[config.mk]
export PLATFORM = sky130hd
export DESIGN_NAME = sign_region_color_classifier_core_flat
export DESIGN_NICKNAME = d
export VERILOG_FILES = /design/src/design/srcc_pkg.sv /design/src/design/srcc_pixel_if.sv /design/src/design/srcc_result_if.sv /design/src/design/sign_region_color_classifier_core.sv /design/src/design/srcc_front.sv /design/src/design/srcc_fifo.sv /design/src/design/srcc_div.sv /design/src/design/srcc_back.sv /design/src/flat_wrapper.sv
export VERILOG_INCLUDE_DIRS = /design/src /design/src/design
export SDC_FILE = /design/constraint.sdc
export NUM_CORES = 2
export LEC_CHECK = 0
export BUFFER_PORTS_ARGS = -buffer_cell sky130_fd_sc_hd__buf_2
export CORE_UTILIZATION = 50
export CTS_CLUSTER_SIZE = 25
export DETAILED_ROUTE_END_ITERATION = 8
export HOLD_SLACK_MARGIN = 0.05
export PLACE_DENSITY = 0.77
export RECOVER_POWER = 25
export SETUP_SLACK_MARGIN = 0.3
export SLEW_MARGIN = 20
export SYNTH_ARGS = -nofsm -noshare
export SYNTH_HDL_FRONTEND = slang
export SYNTH_SLANG_ARGS = --single-unit
[constraint.sdc]
create_clock -name i_clk -period 10.9 [get_ports i_clk]
set_clock_uncertainty 0.15 [all_clocks]
set_input_delay 2.725 -clock i_clk [delete_from_list [all_inputs] [get_ports i_clk]]
set_output_delay 2.725 -clock i_clk [all_outputs]
set_load 0.02 [all_outputs]
[src/design/sign_region_color_classifier_core_defines.svh]
// Assertion macros shared by the sign region color classifier modules.
`ifndef SIGN_REGION_COLOR_CLASSIFIER_CORE_DEFINES_SVH
`define SIGN_REGION_COLOR_CLASSIFIER_CORE_DEFINES_SVH

// Same-cycle implication, checked outside reset.
`define SRCC_ASSERT(label, clk, rst_n, ante, cons) \
    label: assert property (@(posedge clk) disable iff (!(rst_n)) (ante) |-> (cons)) \
        else $error("srcc assertion failed");

// Next-cycle implication, checked outside reset.
`define SRCC_ASSERT_NEXT(label, clk, rst_n, ante, cons) \
    label: assert property (@(posedge clk) disable iff (!(rst_n)) (ante) |=> (cons)) \
        else $error("srcc assertion failed");

`endif

[src/design/srcc_pkg.sv]
// Types, constants and helpers of the sign region color classifier.
`default_nettype none

package srcc_pkg;

    localparam int DEF_MAX_COLS = 256;
    localparam int DEF_MAX_ROWS = 128;

    localparam int CHAN_W     = 8;
    localparam int TALLY_W    = 16;
    localparam int WSUM_W     = 24;
    localparam int PCT_W      = 7;
    localparam int CODE_W     = 3;
    localparam int CFG_IDX_W  = 1;
    localparam int CFG_DATA_W = 9;
    localparam int CFG_COLS_W = 9;
    localparam int CFG_ROWS_W = 8;
    localparam int DIV_W      = WSUM_W;
    localparam int QUEUE_DEPTH = 2;

    localparam logic [TALLY_W-1:0]    TALLY_MAX  = 16'hFFFF;
    localparam logic [WSUM_W-1:0]     WSUM_MAX   = 24'hFFFFFF;
    localparam logic [CFG_COLS_W-1:0] RESET_COLS = 9'd240;
    localparam logic [CFG_ROWS_W-1:0] RESET_ROWS = 8'd120;

    localparam logic [CHAN_W-1:0] BLACK_MAX   = 8'd100;
    localparam logic [CHAN_W-1:0] GREY_DIFF   = 8'd25;
    localparam logic [CHAN_W-1:0] WHITE_MIN   = 8'd90;
    localparam logic [CHAN_W:0]   BLUE_MARGIN = 9'd10;
    localparam int                EDGE_COLS   = 4;

    // floor(x/10) = (x * RECIP10) >> DIV10_SHIFT for every 16-bit x
    localparam logic [15:0] RECIP10     = 16'd52429;
    localparam int          DIV10_SHIFT = 19;

    localparam logic [PCT_W-1:0] PCT_FULL   = 7'd100;
    localparam logic [PCT_W-1:0] STOP_RED   = 7'd40;
    localparam logic [PCT_W-1:0] PED_BLACK  = 7'd5;
    localparam logic [PCT_W-1:0] PED_BLUE   = 7'd40;
    localparam logic [PCT_W-1:0] ARROW_BLUE = 7'd60;

    typedef enum logic [CFG_IDX_W-1:0] {
        CFG_REGION_COLS = 1'b0,
        CFG_REGION_ROWS = 1'b1
    } t_cfg_index;

    typedef enum logic [CODE_W-1:0] {
        SIGN_NONE       = 3'd0,
        SIGN_FORWARD    = 3'd1,
        SIGN_RIGHT      = 3'd2,
        SIGN_LEFT       = 3'd3,
        SIGN_STOP       = 3'd4,
        SIGN_PEDESTRIAN = 3'd5
    } t_sign_code;

    typedef struct packed {
        logic [TALLY_W-1:0] red;
        logic [TALLY_W-1:0] blue;
        logic [TALLY_W-1:0] black;
        logic [TALLY_W-1:0] white;
        logic [WSUM_W-1:0]  wsum;
    } t_tallies;

    function automatic logic [CHAN_W-1:0] absdiff(input logic [CHAN_W-1:0] a,
                                                  input logic [CHAN_W-1:0] b);
        return (a > b) ? (a - b) : (b - a);
    endfunction

endpackage

`default_nettype wire

[src/design/srcc_pixel_if.sv]
// Pixel word channel: valid, ready and one BGR pixel with its end-of-region flag.
`default_nettype none

interface srcc_pixel_if;
    logic                        valid;
    logic                        ready;
    logic [srcc_pkg::CHAN_W-1:0] blue_level;
    logic [srcc_pkg::CHAN_W-1:0] green_level;
    logic [srcc_pkg::CHAN_W-1:0] red_level;
    logic                        last_pixel;

    modport source (output valid, blue_level, green_level, red_level, last_pixel,
                    input ready);
    modport sink (input valid, blue_level, green_level, red_level, last_pixel,
                  output ready);
endinterface

`default_nettype wire

[src/design/srcc_result_if.sv]
// Result word channel: valid, ready, sign code and class percentages.
`default_nettype none

interface srcc_result_if;
    logic                        valid;
    logic                        ready;
    logic [srcc_pkg::CODE_W-1:0] sign_code;
    logic [srcc_pkg::PCT_W-1:0]  red_percent;
    logic [srcc_pkg::PCT_W-1:0]  blue_percent;
    logic [srcc_pkg::PCT_W-1:0]  black_percent;

    modport source (output valid, sign_code, red_percent, blue_percent, black_percent,
                    input ready);
    modport sink (input valid, sign_code, red_percent, blue_percent, black_percent,
                  output ready);
endinterface

`default_nettype wire

[src/design/sign_region_color_classifier_core.sv]
// Sign region color classifier: top level joining front end, summary queue and back end.
//
// Usage:
//   i_pix carries one BGR pixel word per cycle in raster order; last_pixel marks
//   the final pixel of a region. o_res carries one word per region: sign code
//   and the red, blue and black percentages. The configuration port writes
//   region_cols (index 0) and region_rows (index 1); the user must do so only while the
//   block is idle, which the block itself does not enforce.
// Throughput: one pixel per cycle while i_pix.ready is high. A region summary passes the back-end
//   divider loop (a load, one quotient step per dividend bit, a decide); regions that take as long
//   to stream in as that loop do not stall, shorter ones fill the two-entry summary queue and then
//   i_pix.ready drops. Result path: the summary is queued when the last pixel is taken; the back
//   end pops it, divides, and writes the result word into the output register once that is free.
// Reset: tallies, positions, queue and output valid clear; region_cols returns
//   to 240 and region_rows to 120.
// Receiver stall: the result word holds in the output register; the back end
//   waits, the queue fills, and pixel intake stops once it is full.
`default_nettype none

module sign_region_color_classifier_core #(
    parameter int MAX_COLS = srcc_pkg::DEF_MAX_COLS,
    parameter int MAX_ROWS = srcc_pkg::DEF_MAX_ROWS
) (
    input  logic                            i_clk,
    input  logic                            i_rst_n,
    srcc_pixel_if.sink                      i_pix,
    srcc_result_if.source                   o_res,
    input  logic                            i_cfg_we,
    input  logic [srcc_pkg::CFG_IDX_W-1:0]  i_cfg_index,
    input  logic [srcc_pkg::CFG_DATA_W-1:0] i_cfg_data
);

    localparam int CW = $clog2(MAX_COLS + 1);
    localparam int RW = $clog2(MAX_ROWS + 1);
    localparam int QW = CW + RW + $bits(srcc_pkg::t_tallies);

    logic          w_push, w_full, w_pop, w_empty;
    logic [QW-1:0] w_push_data, w_pop_data;

    srcc_front #(.MAX_COLS(MAX_COLS), .MAX_ROWS(MAX_ROWS)) u_front (
        .i_clk       (i_clk),
        .i_rst_n     (i_rst_n),
        .i_pix       (i_pix),
        .i_cfg_we    (i_cfg_we),
        .i_cfg_index (i_cfg_index),
        .i_cfg_data  (i_cfg_data),
        .o_push      (w_push),
        .o_push_data (w_push_data),
        .i_full      (w_full)
    );

    srcc_fifo #(.WIDTH(QW), .DEPTH(srcc_pkg::QUEUE_DEPTH)) u_fifo (
        .i_clk   (i_clk),
        .i_rst_n (i_rst_n),
        .i_push  (w_push),
        .i_data  (w_push_data),
        .o_full  (w_full),
        .i_pop   (w_pop),
        .o_empty (w_empty),
        .o_data  (w_pop_data)
    );

    srcc_back #(.MAX_COLS(MAX_COLS), .MAX_ROWS(MAX_ROWS)) u_back (
        .i_clk   (i_clk),
        .i_rst_n (i_rst_n),
        .i_empty (w_empty),
        .i_data  (w_pop_data),
        .o_pop   (w_pop),
        .o_res   (o_res)
    );

endmodule

`default_nettype wire

[src/design/srcc_front.sv]
// Front end: configuration, per-pixel classification, tallies and region summary push.
`default_nettype none

module srcc_front #(
    parameter int MAX_COLS = srcc_pkg::DEF_MAX_COLS,
    parameter int MAX_ROWS = srcc_pkg::DEF_MAX_ROWS,
    localparam int CW = $clog2(MAX_COLS + 1),
    localparam int RW = $clog2(MAX_ROWS + 1),
    localparam int QW = CW + RW + $bits(srcc_pkg::t_tallies)
) (
    input  logic                           i_clk,
    input  logic                           i_rst_n,
    srcc_pixel_if.sink                     i_pix,
    input  logic                           i_cfg_we,
    input  logic [srcc_pkg::CFG_IDX_W-1:0] i_cfg_index,
    input  logic [srcc_pkg::CFG_DATA_W-1:0] i_cfg_data,
    output logic                           o_push,
    output logic [QW-1:0]                  o_push_data,
    input  logic                           i_full
);

    localparam int CPW = $clog2(MAX_COLS);
    localparam int RPW = $clog2(MAX_ROWS);
    localparam int SPW = RW + 3 + 16;

    logic [srcc_pkg::CFG_COLS_W-1:0] r_cfg_cols;
    logic [srcc_pkg::CFG_ROWS_W-1:0] r_cfg_rows;
    logic [CPW-1:0]                  r_col, n_col;
    logic [RPW-1:0]                  r_row, n_row;
    srcc_pkg::t_tallies              r_tl, n_tl;

    logic [CW-1:0]     w_cols;
    logic [RW-1:0]     w_rows;
    logic [RW+2:0]     w_rows7;
    logic [SPW-1:0]    w_scan_prod;
    logic [RW-1:0]     w_scan_row;
    logic [CPW-1:0]    w_col;
    logic [RPW-1:0]    w_row;
    logic [CW:0]       w_col_inc;
    logic [RW:0]       w_row_inc;
    logic              w_accept;
    logic              w_black, w_red, w_blue, w_white;
    logic [srcc_pkg::CHAN_W-1:0] w_b, w_g, w_r, w_gr_max;
    logic [11:0]       w_red_lhs, w_red_rhs;
    logic [srcc_pkg::WSUM_W:0] w_wsum_ext;

    assign w_b = i_pix.blue_level;
    assign w_g = i_pix.green_level;
    assign w_r = i_pix.red_level;

    assign i_pix.ready = !i_full;
    assign w_accept    = i_pix.valid && i_pix.ready;

    always_comb begin
        if (r_cfg_cols == '0) begin
            w_cols = CW'(1);
        end else if (32'(r_cfg_cols) > MAX_COLS) begin
            w_cols = CW'(MAX_COLS);
        end else begin
            w_cols = CW'(r_cfg_cols);
        end
        if (r_cfg_rows == '0) begin
            w_rows = RW'(1);
        end else if (32'(r_cfg_rows) > MAX_ROWS) begin
            w_rows = RW'(MAX_ROWS);
        end else begin
            w_rows = RW'(r_cfg_rows);
        end
    end

    assign w_rows7     = (RW + 3)'(w_rows) * (RW + 3)'(7);
    assign w_scan_prod = SPW'(w_rows7) * SPW'(srcc_pkg::RECIP10);
    assign w_scan_row  = RW'(w_scan_prod >> srcc_pkg::DIV10_SHIFT);

    assign w_col = ((CW + 1)'(r_col) >= (CW + 1)'(w_cols)) ? '0 : r_col;
    assign w_row = ((RW + 1)'(r_row) >= (RW + 1)'(w_rows)) ? '0 : r_row;

    assign w_gr_max  = (w_g > w_r) ? w_g : w_r;
    assign w_red_lhs = 12'(w_r) * 12'd10;
    assign w_red_rhs = (12'(w_g) + 12'(w_b)) * 12'd7;

    assign w_black = (w_b <= srcc_pkg::BLACK_MAX) &&
                     (srcc_pkg::absdiff(w_b, w_g) < srcc_pkg::GREY_DIFF) &&
                     (srcc_pkg::absdiff(w_b, w_r) < srcc_pkg::GREY_DIFF) &&
                     (srcc_pkg::absdiff(w_r, w_g) < srcc_pkg::GREY_DIFF);
    assign w_red   = w_red_lhs > w_red_rhs;
    assign w_blue  = {1'b0, w_b} > ({1'b0, w_gr_max} + srcc_pkg::BLUE_MARGIN);
    assign w_white = (RW'(w_row) == w_scan_row) &&
                     ((CW + 1)'(w_col) >= (CW + 1)'(srcc_pkg::EDGE_COLS)) &&
                     (((CW + 1)'(w_col) + (CW + 1)'(srcc_pkg::EDGE_COLS)) <
                      (CW + 1)'(w_cols)) &&
                     (w_r > srcc_pkg::WHITE_MIN) && (w_g > srcc_pkg::WHITE_MIN) &&
                     (w_b > srcc_pkg::WHITE_MIN);

    assign w_wsum_ext = (srcc_pkg::WSUM_W + 1)'(r_tl.wsum) + (srcc_pkg::WSUM_W + 1)'(w_col);

    always_comb begin
        n_tl = r_tl;
        if (w_black && (r_tl.black != srcc_pkg::TALLY_MAX)) begin
            n_tl.black = r_tl.black + 1'b1;
        end
        if (w_red && (r_tl.red != srcc_pkg::TALLY_MAX)) begin
            n_tl.red = r_tl.red + 1'b1;
        end
        if (w_blue && (r_tl.blue != srcc_pkg::TALLY_MAX)) begin
            n_tl.blue = r_tl.blue + 1'b1;
        end
        if (w_white) begin
            if (r_tl.white != srcc_pkg::TALLY_MAX) begin
                n_tl.white = r_tl.white + 1'b1;
            end
            if (w_wsum_ext > (srcc_pkg::WSUM_W + 1)'(srcc_pkg::WSUM_MAX)) begin
                n_tl.wsum = srcc_pkg::WSUM_MAX;
            end else begin
                n_tl.wsum = w_wsum_ext[srcc_pkg::WSUM_W-1:0];
            end
        end
    end

    always_comb begin
        w_col_inc = (CW + 1)'(w_col) + (CW + 1)'(1);
        w_row_inc = (RW + 1)'(w_row) + (RW + 1)'(1);
        n_col     = CPW'(w_col_inc);
        n_row     = w_row;
        if (w_col_inc >= (CW + 1)'(w_cols)) begin
            n_col = '0;
            n_row = (w_row_inc >= (RW + 1)'(w_rows)) ? '0 : RPW'(w_row_inc);
        end
    end

    assign o_push      = w_accept && i_pix.last_pixel;
    assign o_push_data = {w_cols, w_rows, n_tl};

    always_ff @(posedge i_clk) begin
        if (!i_rst_n) begin
            r_cfg_cols <= srcc_pkg::RESET_COLS;
            r_cfg_rows <= srcc_pkg::RESET_ROWS;
            r_col      <= '0;
            r_row      <= '0;
            r_tl       <= '0;
        end else begin
            if (i_cfg_we) begin
                unique case (srcc_pkg::t_cfg_index'(i_cfg_index))
                    srcc_pkg::CFG_REGION_COLS: begin
                        r_cfg_cols <= i_cfg_data[srcc_pkg::CFG_COLS_W-1:0];
                    end
                    srcc_pkg::CFG_REGION_ROWS: begin
                        r_cfg_rows <= i_cfg_data[srcc_pkg::CFG_ROWS_W-1:0];
                    end
                endcase
            end
            if (w_accept) begin
                if (i_pix.last_pixel) begin
                    r_col <= '0;
                    r_row <= '0;
                    r_tl  <= '0;
                end else begin
                    r_col <= n_col;
                    r_row <= n_row;
                    r_tl  <= n_tl;
                end
            end
        end
    end

endmodule

`default_nettype wire

[src/design/srcc_fifo.sv]
// Short queue of region summaries between the front and back ends.
`default_nettype none
`include "sign_region_color_classifier_core_defines.svh"

module srcc_fifo #(
    parameter int WIDTH = 8,
    parameter int DEPTH = srcc_pkg::QUEUE_DEPTH
) (
    input  logic             i_clk,
    input  logic             i_rst_n,
    input  logic             i_push,
    input  logic [WIDTH-1:0] i_data,
    output logic             o_full,
    input  logic             i_pop,
    output logic             o_empty,
    output logic [WIDTH-1:0] o_data
);

    localparam int PW = (DEPTH > 1) ? $clog2(DEPTH) : 1;
    localparam int NW = $clog2(DEPTH + 1);

    logic [WIDTH-1:0] r_mem [DEPTH];
    logic [PW-1:0]    r_wr, r_rd;
    logic [NW-1:0]    r_count;

    assign o_full  = (r_count == NW'(DEPTH));
    assign o_empty = (r_count == '0);
    assign o_data  = r_mem[r_rd];

    always_ff @(posedge i_clk) begin
        if (i_push) begin
            r_mem[r_wr] <= i_data;
        end
    end

    always_ff @(posedge i_clk) begin
        if (!i_rst_n) begin
            r_wr    <= '0;
            r_rd    <= '0;
            r_count <= '0;
        end else begin
            if (i_push) begin
                r_wr <= (r_wr == PW'(DEPTH - 1)) ? '0 : r_wr + 1'b1;
            end
            if (i_pop) begin
                r_rd <= (r_rd == PW'(DEPTH - 1)) ? '0 : r_rd + 1'b1;
            end
            if (i_push && !i_pop) begin
                r_count <= r_count + 1'b1;
            end else if (i_pop && !i_push) begin
                r_count <= r_count - 1'b1;
            end
        end
    end

    `SRCC_ASSERT(a_no_overflow, i_clk, i_rst_n, i_push, (r_count != NW'(DEPTH)))
    `SRCC_ASSERT(a_no_underflow, i_clk, i_rst_n, i_pop, (r_count != '0))

endmodule

`default_nettype wire

[src/design/srcc_div.sv]
// Radix-2 restoring divider lane, one quotient bit per step.
`default_nettype none

module srcc_div #(
    parameter int NW = srcc_pkg::DIV_W,
    parameter int DW = srcc_pkg::TALLY_W
) (
    input  logic          i_clk,
    input  logic          i_load,
    input  logic          i_step,
    input  logic [NW-1:0] i_dividend,
    input  logic [DW-1:0] i_divisor,
    output logic [NW-1:0] o_quot
);

    logic [DW-1:0] r_rem;
    logic [NW-1:0] r_quo;
    logic [DW-1:0] r_den;
    logic [DW:0]   w_shift;
    logic [DW:0]   w_diff;
    logic          w_ge;

    assign w_shift = {r_rem, r_quo[NW-1]};
    assign w_ge    = w_shift >= {1'b0, r_den};
    assign w_diff  = w_shift - {1'b0, r_den};
    assign o_quot  = r_quo;

    always_ff @(posedge i_clk) begin
        if (i_load) begin
            r_rem <= '0;
            r_quo <= i_dividend;
            r_den <= i_divisor;
        end else if (i_step) begin
            r_rem <= w_ge ? w_diff[DW-1:0] : w_shift[DW-1:0];
            r_quo <= {r_quo[NW-2:0], w_ge};
        end
    end

endmodule

`default_nettype wire

[src/design/srcc_back.sv]
// Back end: percentage and stem-column division, sign decision, result register.
`default_nettype none
`include "sign_region_color_classifier_core_defines.svh"

module srcc_back #(
    parameter int MAX_COLS = srcc_pkg::DEF_MAX_COLS,
    parameter int MAX_ROWS = srcc_pkg::DEF_MAX_ROWS,
    localparam int CW = $clog2(MAX_COLS + 1),
    localparam int RW = $clog2(MAX_ROWS + 1),
    localparam int QW = CW + RW + $bits(srcc_pkg::t_tallies)
) (
    input  logic          i_clk,
    input  logic          i_rst_n,
    input  logic          i_empty,
    input  logic [QW-1:0] i_data,
    output logic          o_pop,
    srcc_result_if.source o_res
);

    localparam int TLW   = $bits(srcc_pkg::t_tallies);
    localparam int TW    = CW + RW;
    localparam int NW    = srcc_pkg::DIV_W;
    localparam int CNT_W = $clog2(NW);
    localparam logic [CNT_W-1:0] CNT_LAST = CNT_W'(NW - 1);

    typedef enum logic [2:0] {
        S_IDLE   = 3'b001,
        S_DIV    = 3'b010,
        S_DECIDE = 3'b100
    } t_state;

    t_state           r_state, n_state;
    logic [CNT_W-1:0] r_cnt, n_cnt;
    logic [CW-1:0]    r_cols;
    logic             r_white_nz;
    logic             w_load, w_step, w_write;

    logic                         r_ovalid;
    logic [srcc_pkg::CODE_W-1:0]  r_code;
    logic [srcc_pkg::PCT_W-1:0]   r_red_pct, r_blue_pct, r_black_pct;

    logic [CW-1:0]      w_in_cols;
    logic [RW-1:0]      w_in_rows;
    srcc_pkg::t_tallies w_in_tl;
    logic [TW-1:0]      w_total;
    logic [NW-1:0]      q_red, q_blue, q_black, q_avg;
    logic [srcc_pkg::PCT_W-1:0] w_rp, w_bp, w_kp;
    logic [NW+3:0]      w_c10, w_six, w_four;
    srcc_pkg::t_sign_code w_code;

    function automatic logic [srcc_pkg::PCT_W-1:0] sat_pct(input logic [NW-1:0] q);
        return (q > NW'(srcc_pkg::PCT_FULL)) ? srcc_pkg::PCT_FULL
                                             : q[srcc_pkg::PCT_W-1:0];
    endfunction

    assign w_in_cols = i_data[QW-1 -: CW];
    assign w_in_rows = i_data[TLW +: RW];
    assign w_in_tl   = srcc_pkg::t_tallies'(i_data[TLW-1:0]);
    assign w_total   = TW'(w_in_cols) * TW'(w_in_rows);

    srcc_div #(.NW(NW), .DW(TW)) u_div_red (
        .i_clk(i_clk), .i_load(w_load), .i_step(w_step),
        .i_dividend(NW'(w_in_tl.red) * NW'(srcc_pkg::PCT_FULL)),
        .i_divisor(w_total), .o_quot(q_red)
    );

    srcc_div #(.NW(NW), .DW(TW)) u_div_blue (
        .i_clk(i_clk), .i_load(w_load), .i_step(w_step),
        .i_dividend(NW'(w_in_tl.blue) * NW'(srcc_pkg::PCT_FULL)),
        .i_divisor(w_total), .o_quot(q_blue)
    );

    srcc_div #(.NW(NW), .DW(TW)) u_div_black (
        .i_clk(i_clk), .i_load(w_load), .i_step(w_step),
        .i_dividend(NW'(w_in_tl.black) * NW'(srcc_pkg::PCT_FULL)),
        .i_divisor(w_total), .o_quot(q_black)
    );

    srcc_div #(.NW(NW), .DW(srcc_pkg::TALLY_W)) u_div_avg (
        .i_clk(i_clk), .i_load(w_load), .i_step(w_step),
        .i_dividend(w_in_tl.wsum), .i_divisor(w_in_tl.white), .o_quot(q_avg)
    );

    assign w_rp   = sat_pct(q_red);
    assign w_bp   = sat_pct(q_blue);
    assign w_kp   = sat_pct(q_black);
    assign w_c10  = ((NW + 4)'(q_avg) << 3) + ((NW + 4)'(q_avg) << 1);
    assign w_six  = (NW + 4)'(r_cols) * (NW + 4)'(6);
    assign w_four = (NW + 4)'(r_cols) * (NW + 4)'(4);

    always_comb begin
        priority if (w_rp > srcc_pkg::STOP_RED) begin
            w_code = srcc_pkg::SIGN_STOP;
        end else if ((w_kp > srcc_pkg::PED_BLACK) && (w_bp > srcc_pkg::PED_BLUE)) begin
            w_code = srcc_pkg::SIGN_PEDESTRIAN;
        end else if ((w_bp > srcc_pkg::ARROW_BLUE) && r_white_nz) begin
            if (w_c10 >= w_six) begin
                w_code = srcc_pkg::SIGN_LEFT;
            end else if (w_c10 >= w_four) begin
                w_code = srcc_pkg::SIGN_FORWARD;
            end else begin
                w_code = srcc_pkg::SIGN_RIGHT;
            end
        end else begin
            w_code = srcc_pkg::SIGN_NONE;
        end
    end

    always_comb begin
        n_state = r_state;
        n_cnt   = r_cnt;
        o_pop   = 1'b0;
        w_load  = 1'b0;
        w_step  = 1'b0;
        w_write = 1'b0;
        unique case (r_state)
            S_IDLE: begin
                if (!i_empty) begin
                    o_pop   = 1'b1;
                    w_load  = 1'b1;
                    n_cnt   = '0;
                    n_state = S_DIV;
                end
            end
            S_DIV: begin
                w_step = 1'b1;
                n_cnt  = r_cnt + 1'b1;
                if (r_cnt == CNT_LAST) begin
                    n_state = S_DECIDE;
                end
            end
            S_DECIDE: begin
                if (!r_ovalid || o_res.ready) begin
                    w_write = 1'b1;
                    n_state = S_IDLE;
                end
            end
            default: begin
                n_state = S_IDLE;
            end
        endcase
    end

    always_ff @(posedge i_clk) begin
        if (w_load) begin
            r_cols     <= w_in_cols;
            r_white_nz <= (w_in_tl.white != '0);
        end
        if (w_write) begin
            r_code      <= w_code;
            r_red_pct   <= w_rp;
            r_blue_pct  <= w_bp;
            r_black_pct <= w_kp;
        end
    end

    always_ff @(posedge i_clk) begin
        if (!i_rst_n) begin
            r_state  <= S_IDLE;
            r_cnt    <= '0;
            r_ovalid <= 1'b0;
        end else begin
            r_state <= n_state;
            r_cnt   <= n_cnt;
            if (w_write) begin
                r_ovalid <= 1'b1;
            end else if (o_res.ready) begin
                r_ovalid <= 1'b0;
            end
        end
    end

    assign o_res.valid         = r_ovalid;
    assign o_res.sign_code     = r_code;
    assign o_res.red_percent   = r_red_pct;
    assign o_res.blue_percent  = r_blue_pct;
    assign o_res.black_percent = r_black_pct;

    `SRCC_ASSERT(a_pct_range, i_clk, i_rst_n, r_ovalid, ((r_red_pct <= srcc_pkg::PCT_FULL) && (r_blue_pct <= srcc_pkg::PCT_FULL) && (r_black_pct <= srcc_pkg::PCT_FULL)))
    `SRCC_ASSERT_NEXT(a_div_len, i_clk, i_rst_n, ((r_state == S_DIV) && (r_cnt == CNT_LAST)), (r_state == S_DECIDE))

endmodule

`default_nettype wire
[src/flat_wrapper.sv]
// flat-port wrapper written by rule: the top's interface ports become plain ports
module sign_region_color_classifier_core_flat 
#(
    parameter int MAX_COLS = srcc_pkg::DEF_MAX_COLS,
    parameter int MAX_ROWS = srcc_pkg::DEF_MAX_ROWS
)
  (i_clk, i_rst_n, i_cfg_we, i_cfg_index, i_cfg_data, i_pix_valid, i_pix_blue_level, i_pix_green_level, i_pix_red_level, i_pix_last_pixel, i_pix_ready, o_res_valid, o_res_sign_code, o_res_red_percent, o_res_blue_percent, o_res_black_percent, o_res_ready);
  srcc_pixel_if i_pix_i ();
  srcc_result_if o_res_i ();
  input  logic i_clk;
  input  logic i_rst_n;
  input  logic i_cfg_we;
  input  logic [srcc_pkg::CFG_IDX_W-1:0] i_cfg_index;
  input  logic [srcc_pkg::CFG_DATA_W-1:0] i_cfg_data;
  input wire logic [$bits(i_pix_i.valid)-1:0] i_pix_valid;
  input wire logic [$bits(i_pix_i.blue_level)-1:0] i_pix_blue_level;
  input wire logic [$bits(i_pix_i.green_level)-1:0] i_pix_green_level;
  input wire logic [$bits(i_pix_i.red_level)-1:0] i_pix_red_level;
  input wire logic [$bits(i_pix_i.last_pixel)-1:0] i_pix_last_pixel;
  output wire logic [$bits(i_pix_i.ready)-1:0] i_pix_ready;
  output wire logic [$bits(o_res_i.valid)-1:0] o_res_valid;
  output wire logic [$bits(o_res_i.sign_code)-1:0] o_res_sign_code;
  output wire logic [$bits(o_res_i.red_percent)-1:0] o_res_red_percent;
  output wire logic [$bits(o_res_i.blue_percent)-1:0] o_res_blue_percent;
  output wire logic [$bits(o_res_i.black_percent)-1:0] o_res_black_percent;
  input wire logic [$bits(o_res_i.ready)-1:0] o_res_ready;
  assign i_pix_i.valid = i_pix_valid;
  assign i_pix_i.blue_level = i_pix_blue_level;
  assign i_pix_i.green_level = i_pix_green_level;
  assign i_pix_i.red_level = i_pix_red_level;
  assign i_pix_i.last_pixel = i_pix_last_pixel;
  assign i_pix_ready = i_pix_i.ready;
  assign o_res_valid = o_res_i.valid;
  assign o_res_sign_code = o_res_i.sign_code;
  assign o_res_red_percent = o_res_i.red_percent;
  assign o_res_blue_percent = o_res_i.blue_percent;
  assign o_res_black_percent = o_res_i.black_percent;
  assign o_res_i.ready = o_res_ready;
  sign_region_color_classifier_core #(.MAX_COLS(MAX_COLS), .MAX_ROWS(MAX_ROWS)) u_core (.i_clk(i_clk), .i_rst_n(i_rst_n), .i_pix(i_pix_i), .o_res(o_res_i), .i_cfg_we(i_cfg_we), .i_cfg_index(i_cfg_index), .i_cfg_data(i_cfg_data));
endmodule
* Word level (Yosys, flattened, before mapping)
Memories as Yosys holds them, arrays and structs flattened. A register that Yosys moved wholly into a read port is not among the register bits.
Cells that the tools add are included.
** Operators by class
- Bitwise operators :: 2
- Order comparisons :: 35
- Equality and inequality tests :: 13
- Multipliers :: 9
- Reductions and logical operators :: 36
- Add/sub/neg operators :: 26
- Multiplexer cells :: 62
** Operators by type and width (number)
- $mux 23 :: 6
- $mux 88 :: 1
- $mux 16 :: 5
- $gt 24x7->1 const B :: 3
- $mux 24 :: 3
- $mux 8 :: 9
- $add 16x1->16 const B :: 4
- $ne 16x16->1 const B :: 4
- $mul 16x5->21 const B :: 3
- $ge 18x17->1 :: 3
- $mux 17 :: 3
- $sub 17x17->17 :: 3
- $mux 7 :: 7
- $sub 8x8->8 :: 6
- $mux 40 :: 1
- $gt 8x8->1 :: 4
- $add 27x25->28 :: 1
- $ge 28x11->1 :: 1
- $ge 28x12->1 :: 1
- $mul 11x16->27 const B :: 1
- $add 24x8->25 :: 1
- $gt 25x24->1 const B :: 1
- $gt 8x7->1 const B :: 3
- $lt 8x5->1 const B :: 3
- 55 further kinds :: 106
** Storage, ports and cells
- Register bits :: 363
- Input port bits :: 40
- Bits in writable memories :: 210
- Memories :: 1
** Memories
- u_core.u_fifo.r_mem :: words 2, bits a word 105, rd ports 1, clocked after Yosys merged registers in 1, wr ports 1, RTL line srcc_fifo.sv:22 : logic [WIDTH-1:0] r_mem [DEPTH];

* Depth between registers and ports, before layout
- Depth after elaboration :: 13
- Gate-level depth with buffers :: 38

* Cells and area by module
Synthesis repeated with hierarchy kept, for this count alone.
** Unflattened totals
- Cell total of the unflattened synthesis :: 4769
- Area total of the unflattened synthesis :: 47406.7 um2
** Modules (own cells, without submodules)
- srcc_front :: instances 1, area each 15660.0 um2, cells each 2017
- srcc_back :: instances 1, area each 10812.9 um2, cells each 1255
- srcc_div (u_core.u_back.u_div_black ...) :: instances 3, area each 3256.9 um2, cells each 289
- srcc_fifo :: instances 1, area each 8044.0 um2, cells each 349
- srcc_div (u_core.u_back.u_div_avg) :: instances 1, area each 3119.2 um2, cells each 281

* Worst setup path after synthesis
Ideal clock, no wire load.
- Path kind :: register to register
- Start point :: reg u_core.u_front.r_cfg_rows[7] (netlist name)
- End point :: mem u_core.u_fifo.r_mem[0][10] (netlist name) (data pin)
- Data arrival time :: 8.651 ns
- Period minus slack after synthesis :: 9.067 ns
- Buffers on the path :: 1
- Path slack :: 1.833 ns
- Required time :: 10.484 ns
- Cell stages (with the launch flop) :: 36
- Cells stage by stage :: dfxtp_1 inv_2 nand2_1 inv_1 fa_1 ha_1 a21o_1 a21oi_1 o21ai_0 a21oi_1 nor2b_1 o21ai_0 nand2_1 xnor2_1 inv_1 ha_1 inv_1 fa_1 inv_1 fa_1 fa_1 fa_1 inv_1 ha_1 nand2_1 or3_1 o41a_1 a311oi_1 o211a_1 o31a_1 nand4_1 or4b_1 clkbuf_1 nor2_2 nand2_1 mux2_1
** Between the ends
- Cells in the longest elaborated chain, start to end :: 12
- Elaborated cells between the ends (all ways) :: 15
- Classes of those cells :: mul (2); order compare (2); eq/ne (1); mux (4); reduce/logical (6)
** RTL lines
- start: declaration :: RTL line srcc_front.sv:27 : logic [srcc_pkg::CFG_ROWS_W-1:0] r_cfg_rows;
- start signal: assignment :: RTL line srcc_front.sv:137 : r_cfg_rows <= srcc_pkg::RESET_ROWS;
- start signal: assignment :: RTL line srcc_front.sv:148 : r_cfg_rows <= i_cfg_data[srcc_pkg::CFG_ROWS_W-1:0];
- $gt 8x8->1 :: RTL line srcc_front.sv:64 : end else if (32'(r_cfg_rows) > MAX_ROWS) begin
- $mux 8 :: RTL line srcc_front.sv:64
- $mux 8 * :: RTL line srcc_front.sv:62 : if (r_cfg_rows == '0) begin
- named net u_core.u_fifo.i_data[89] :: RTL line srcc_fifo.sv:12 : input logic [WIDTH-1:0] i_data,
- $mul 8x3->11 / $ge 7x8->1 (equally long branches) :: RTL line srcc_front.sv:71, srcc_front.sv:76
- $mul 11x16->27 / $mux 7 (equally long branches) :: RTL line srcc_front.sv:72, srcc_front.sv:76
- $eq 7x8->1 * :: RTL line srcc_front.sv:88 : assign w_white = (RW'(w_row) == w_scan_row) &&
- $logic_and 1x1->1 * :: RTL line srcc_front.sv:88
- $logic_and 1x1->1 * :: RTL line srcc_front.sv:89 : ((CW + 1)'(w_col) >= (CW + 1)'(srcc_pkg::EDGE_COLS)) &&
- $logic_and 1x1->1 * :: RTL line srcc_front.sv:91 : (CW + 1)'(w_cols)) &&
- $logic_and 1x1->1 * (2 in series) :: RTL line srcc_front.sv:92 : (w_r > srcc_pkg::WHITE_MIN) && (w_g > srcc_pkg::WHITE_MIN) &&
- $mux 40 * :: RTL line srcc_front.sv:108 : if (w_white) begin
- named net u_core.u_fifo.i_data[10] :: RTL line srcc_fifo.sv:12
- end: declaration :: RTL line srcc_fifo.sv:22
Mark *: on every way through the listed nets, which the timed path passes. The rest lies on a longest branch.

* Worst setup path after layout
- Start point :: reg u_core.u_front.r_cfg_rows[7] (netlist name)
- End point :: mem u_core.u_fifo.r_mem[1][10] (netlist name) (data pin)
The elaborated chain is that of the path after synthesis.

==> metrics.md <==
| Metric | Value |
|---|---|
| Worst flop-to-flop path startpoint | `u_core.u_front.r_cfg_rows[7]` |
| Most common flop cell mapped by yosys | `edfxtp_1` |
| Average wire per standard cell | `17.5 um` |
| Failing checks | `max-capacitance violations, max-slew violations` |
| Final period demand of the worst path | `9930 ps` |
| Number of ports placed on the die boundary | `66` |
| Largest fanout of any net on the critical path | `11` |
| Number of distinct library cells after synthesis | `101` |
| Seq/Total Area, Yosys | `34.3%` |
| Number of global-route vias before repair | `33.0k` |
| Post-DRT Antenna Nets | `0` |
| Count of input and output buffers | `65` |
| Largest net degree at the start of global routing | `95` |
| Half-perimeter wire length after placement | `75700 um` |
| Max-slew headroom | `-204%` |
| Cell Area, Synth | `44100 um2` |
| Share of post-route cells with drive strength above 1 | `6.36%` |
| Number of antenna violations at the first check in global routing | `1` |
| Category of the worst setup path launch point | `flip-flop` |
| Startpoint of the most critical hold path | `u_core.u_front.r_cfg_cols[0]` |
| Mean area per synthesized cell | `9.50 um2` |
| Pin slew with the least headroom to its limit | `4560 ps` |
| Outcome | `finished, violations left` |
| Number of pins with negative max-slew slack in the final report | `262` |
| Delay of the slowest cell on the worst path | `680 ps` |
| Maximum achievable frequency | `101 MHz` |
| Floorplan die area | `89400 um2` |
| Critical-path cell with the highest stage delay | `or4b_4` |
| Maximum buffer depth of the clock tree | `3` |
| Yosys warning total | `0` |
| Sink of the worst hold path | `u_core.u_front.r_cfg_cols[0]` |
| Drt first pass iters | `8` |
| Number of nets in the layout | `5380` |
| Post-CTS Hold Buffers | `0` |
| Rows | `108` |
| Area inside the core boundary | `87000 um2` |
| FF-to-FF path depth | `34` |
| Final TNS setup | `0 ps` |
| Number of flip-flops and latches in the synthesized netlist | `574` |
| Number of cells traversed by the worst hold path | `2` |
| Die Y | `299 um` |
| Routed WL | `102000 um` |
| Part of the cycle the worst path needs | `91.1%` |
| Average vias per placed instance | `5.76` |
| Number of nets produced by synthesis | `5374` |
| Clock tree from TritonCTS | `yes` |
| Setup bufs post-CTS | `0` |
| Number of instances in the synthesized netlist | `4647` |
| Total grt overflow | `0` |
| Number of DRC markers in iteration 0 | `2408` |
| Chip width | `299 um` |
| Routed vias | `33.7k` |
| DRC violations left | `0` |
| Final core occ | `54.7%` |
| Clock transition at path regs | `60 ps` |
| N_diodes | `0` |
| Final hold slack | `317 ps` |
| Root Driver | `clkbuf_16` |
| Unrepaired setup endpoints after global routing | `false` |
| Insertion delay of the later-clocked pin in the worst-skew pair | `630 ps` |
| First-pass GRT wire length | `167000 um` |
| Global placement routability congestion | `0.922` |
| Area grow syn2layout | `7.78%` |
| Worst Path Required | `11110 ps` |
| Category of the most critical setup path | `reg2reg` |
| Max-cap violations | `6` |
| Data arrival time of the critical path | `10140 ps` |
| Worst R2R Setup Slack | `970 ps` |
| Initial cell density of the core | `50.7%` |
| Number of enable flip-flop cells after synthesis | `364` |
| Number of H-tree branching levels | `2` |
| Endpoint of the worst-slack reg-to-reg timing path | `u_core.u_fifo.r_mem[1][10]` |
| Share of flip-flops with an asynchronous set or reset after synthesis | `0%` |
| Critical path capture point type | `flip-flop` |
| Crit-path most repeated cell | `inv_1` |
| # setup viols final | `0` |
| Clock buffer count from CTS | `56` |
| Clock Sink Count | `574` |
| Count of endpoints failing hold in the final timing report | `0` |
| Min-delay worst type | `reg2reg` |
| Number of instances resized during post-cts repair | `0` |
| GRT Resource Usage Total | `22.5%` |
-- how the worst max path moves through the flow --
stage                                       from                    endpoint  depth (start not counted)  slack [ps]
floorplan           u_core.u_front.r_cfg_rows[7]  u_core.u_fifo.r_mem[0][10]                         35        1830
global placement    u_core.u_front.r_cfg_rows[7]  u_core.u_fifo.r_mem[0][10]                         34        1020
detailed placement  u_core.u_front.r_cfg_rows[7]  u_core.u_fifo.r_mem[1][10]                         34         730
CTS                 u_core.u_front.r_cfg_rows[7]  u_core.u_fifo.r_mem[1][10]                         34         700
global route        u_core.u_front.r_cfg_rows[7]  u_core.u_fifo.r_mem[1][10]                         34         250
finish              u_core.u_front.r_cfg_rows[7]  u_core.u_fifo.r_mem[1][10]                         34         970
-- cell usage after synthesis, types with 7 or more instances --
library cell	number	area (um2)
ha_1	545	6820
inv_1	511	1920
nand2_1	396	1490
edfxtp_1	364	10900
a21oi_1	306	1530
nor2_1	275	1030
o21ai_0	275	1380
dfxtp_1	210	4200
xnor2_1	145	1270
fa_1	142	2840
clkbuf_1	120	450
mux2i_1	114	1140
xor2_1	108	946
nand3_1	90	450
a21o_1	85	638
nor3_1	70	350
and3_1	57	357
mux2_2	55	619
nand4_1	51	319
a31oi_1	48	300
a22o_1	45	394
nor2b_1	44	275
and2_1	42	263
a211oi_1	38	285
nor4_1	37	231
o31ai_1	32	240
nand2b_1	31	194
o21a_1	31	233
or2_2	29	181
o21ai_1	26	130
or3_1	26	163
o21bai_1	24	180
a22oi_1	17	128
a41oi_1	13	114
nand3b_1	13	97.6
o22ai_1	13	81.3
and4_1	11	96.3
o211ai_1	11	82.6
a211o_1	10	87.6
buf_1	10	37.5
buf_2	9	45.0
nor3b_1	9	67.6
nand4b_1	8	70.1
a21boi_0	7	52.6
buf_6	7	78.8
-- stage by stage --
step           std cells  instance area (um2)  setup WS (ps)
2_1_floorplan       4647                44100           1830
3_3_place_gp        5750                45600           1020
3_5_place_dp        5750                45600            732
4_1_cts             5856                47600            703
5_1_grt             5856                47600            251
6_report            5856                47600            967
-- state kept, by name, indices dropped and copies added (netlist names), 5 cells and up, named ones only --
name	cells
u_core.u_fifo.r_mem	210
u_core.u_back.o_res.black_percent	7
u_core.u_back.o_res.blue_percent	7
u_core.u_back.u_div_red.r_rem	17
u_core.u_front.r_row	7
u_core.u_back.o_res.red_percent	7
u_core.u_front.r_cfg_rows	8
u_core.u_back.u_div_black.r_den	17
u_core.u_back.u_div_avg.r_rem	16
u_core.u_back.u_div_red.o_quot	24
u_core.u_front.r_cfg_cols	9
u_core.u_back.u_div_black.o_quot	24
u_core.u_back.u_div_avg.r_den	16
u_core.u_front.r_col	8
u_core.u_back.u_div_blue.o_quot	24
u_core.u_back.u_div_avg.o_quot	24
u_core.u_back.u_div_blue.r_rem	17
u_core.u_front.r_tl	88
u_core.u_back.r_cols	9
u_core.u_back.u_div_black.r_rem	17
u_core.u_back.r_cnt	5
-- kinds of logic after synthesis --
family / share of synthesized area (%)
AO/OA/AOI/OAI: 15.5
XOR/XNOR: 5.07
adder cells (fa/ha/maj): 21.9
buffers and inverters: 5.78
flip-flops: 34.3
multiplexers: 4.09
AND/OR/NAND/NOR: 13.4
-- critical path, delay by kind of cell (launching register included) --
| family | cells | cell delay, ps |
|---|---|---|
| flops | 1 | 460 |
| compound gates | 9 | 2110 |
| simple gates | 9 | 2080 |
| buf+inv | 6 | 670 |
| fa+ha+maj | 8 | 3560 |
| mux | 1 | 340 |
| xor+xnor | 1 | 260 |
-- final cells by class --
class                   count  area (um2)
fillers                  7606       39500
multi-input cells        3412       26500
flip-flops and latches    574       15100
inverters                 514        1930
clock buffers              67        1530
well taps                1155        1450
repair buffers             95         543
clock inverters            39         449
-- layer usage --
metal  up-vias  wire length [um]  track usage [%]
li1      16500                 -                -
met1     16100             45700             29.9
met2       923             48300             38.3
met3       173              5360             2.52
met4         0              2930             7.24
met5         -                 0                0
-- cell usage in the layout, fill, tap and decap left out, types with 90 or more instances in the layout --
master | Yosys | final
nand2_1 | 396 | 395
fa_1 | 142 | 142
ha_1 | 545 | 545
xnor2_1 | 145 | 144
dfxtp_1 | 210 | 210
nand3_1 | 90 | 90
xor2_1 | 108 | 108
mux2i_1 | 114 | 114
edfxtp_1 | 364 | 364
o21ai_0 | 275 | 274
nor2_1 | 275 | 270
inv_1 | 511 | 509
a21oi_1 | 306 | 305
Power is left out: the tool's default activity adds up to more than one toggle a clock period on the data nets, which glitch-free logic cannot reach.
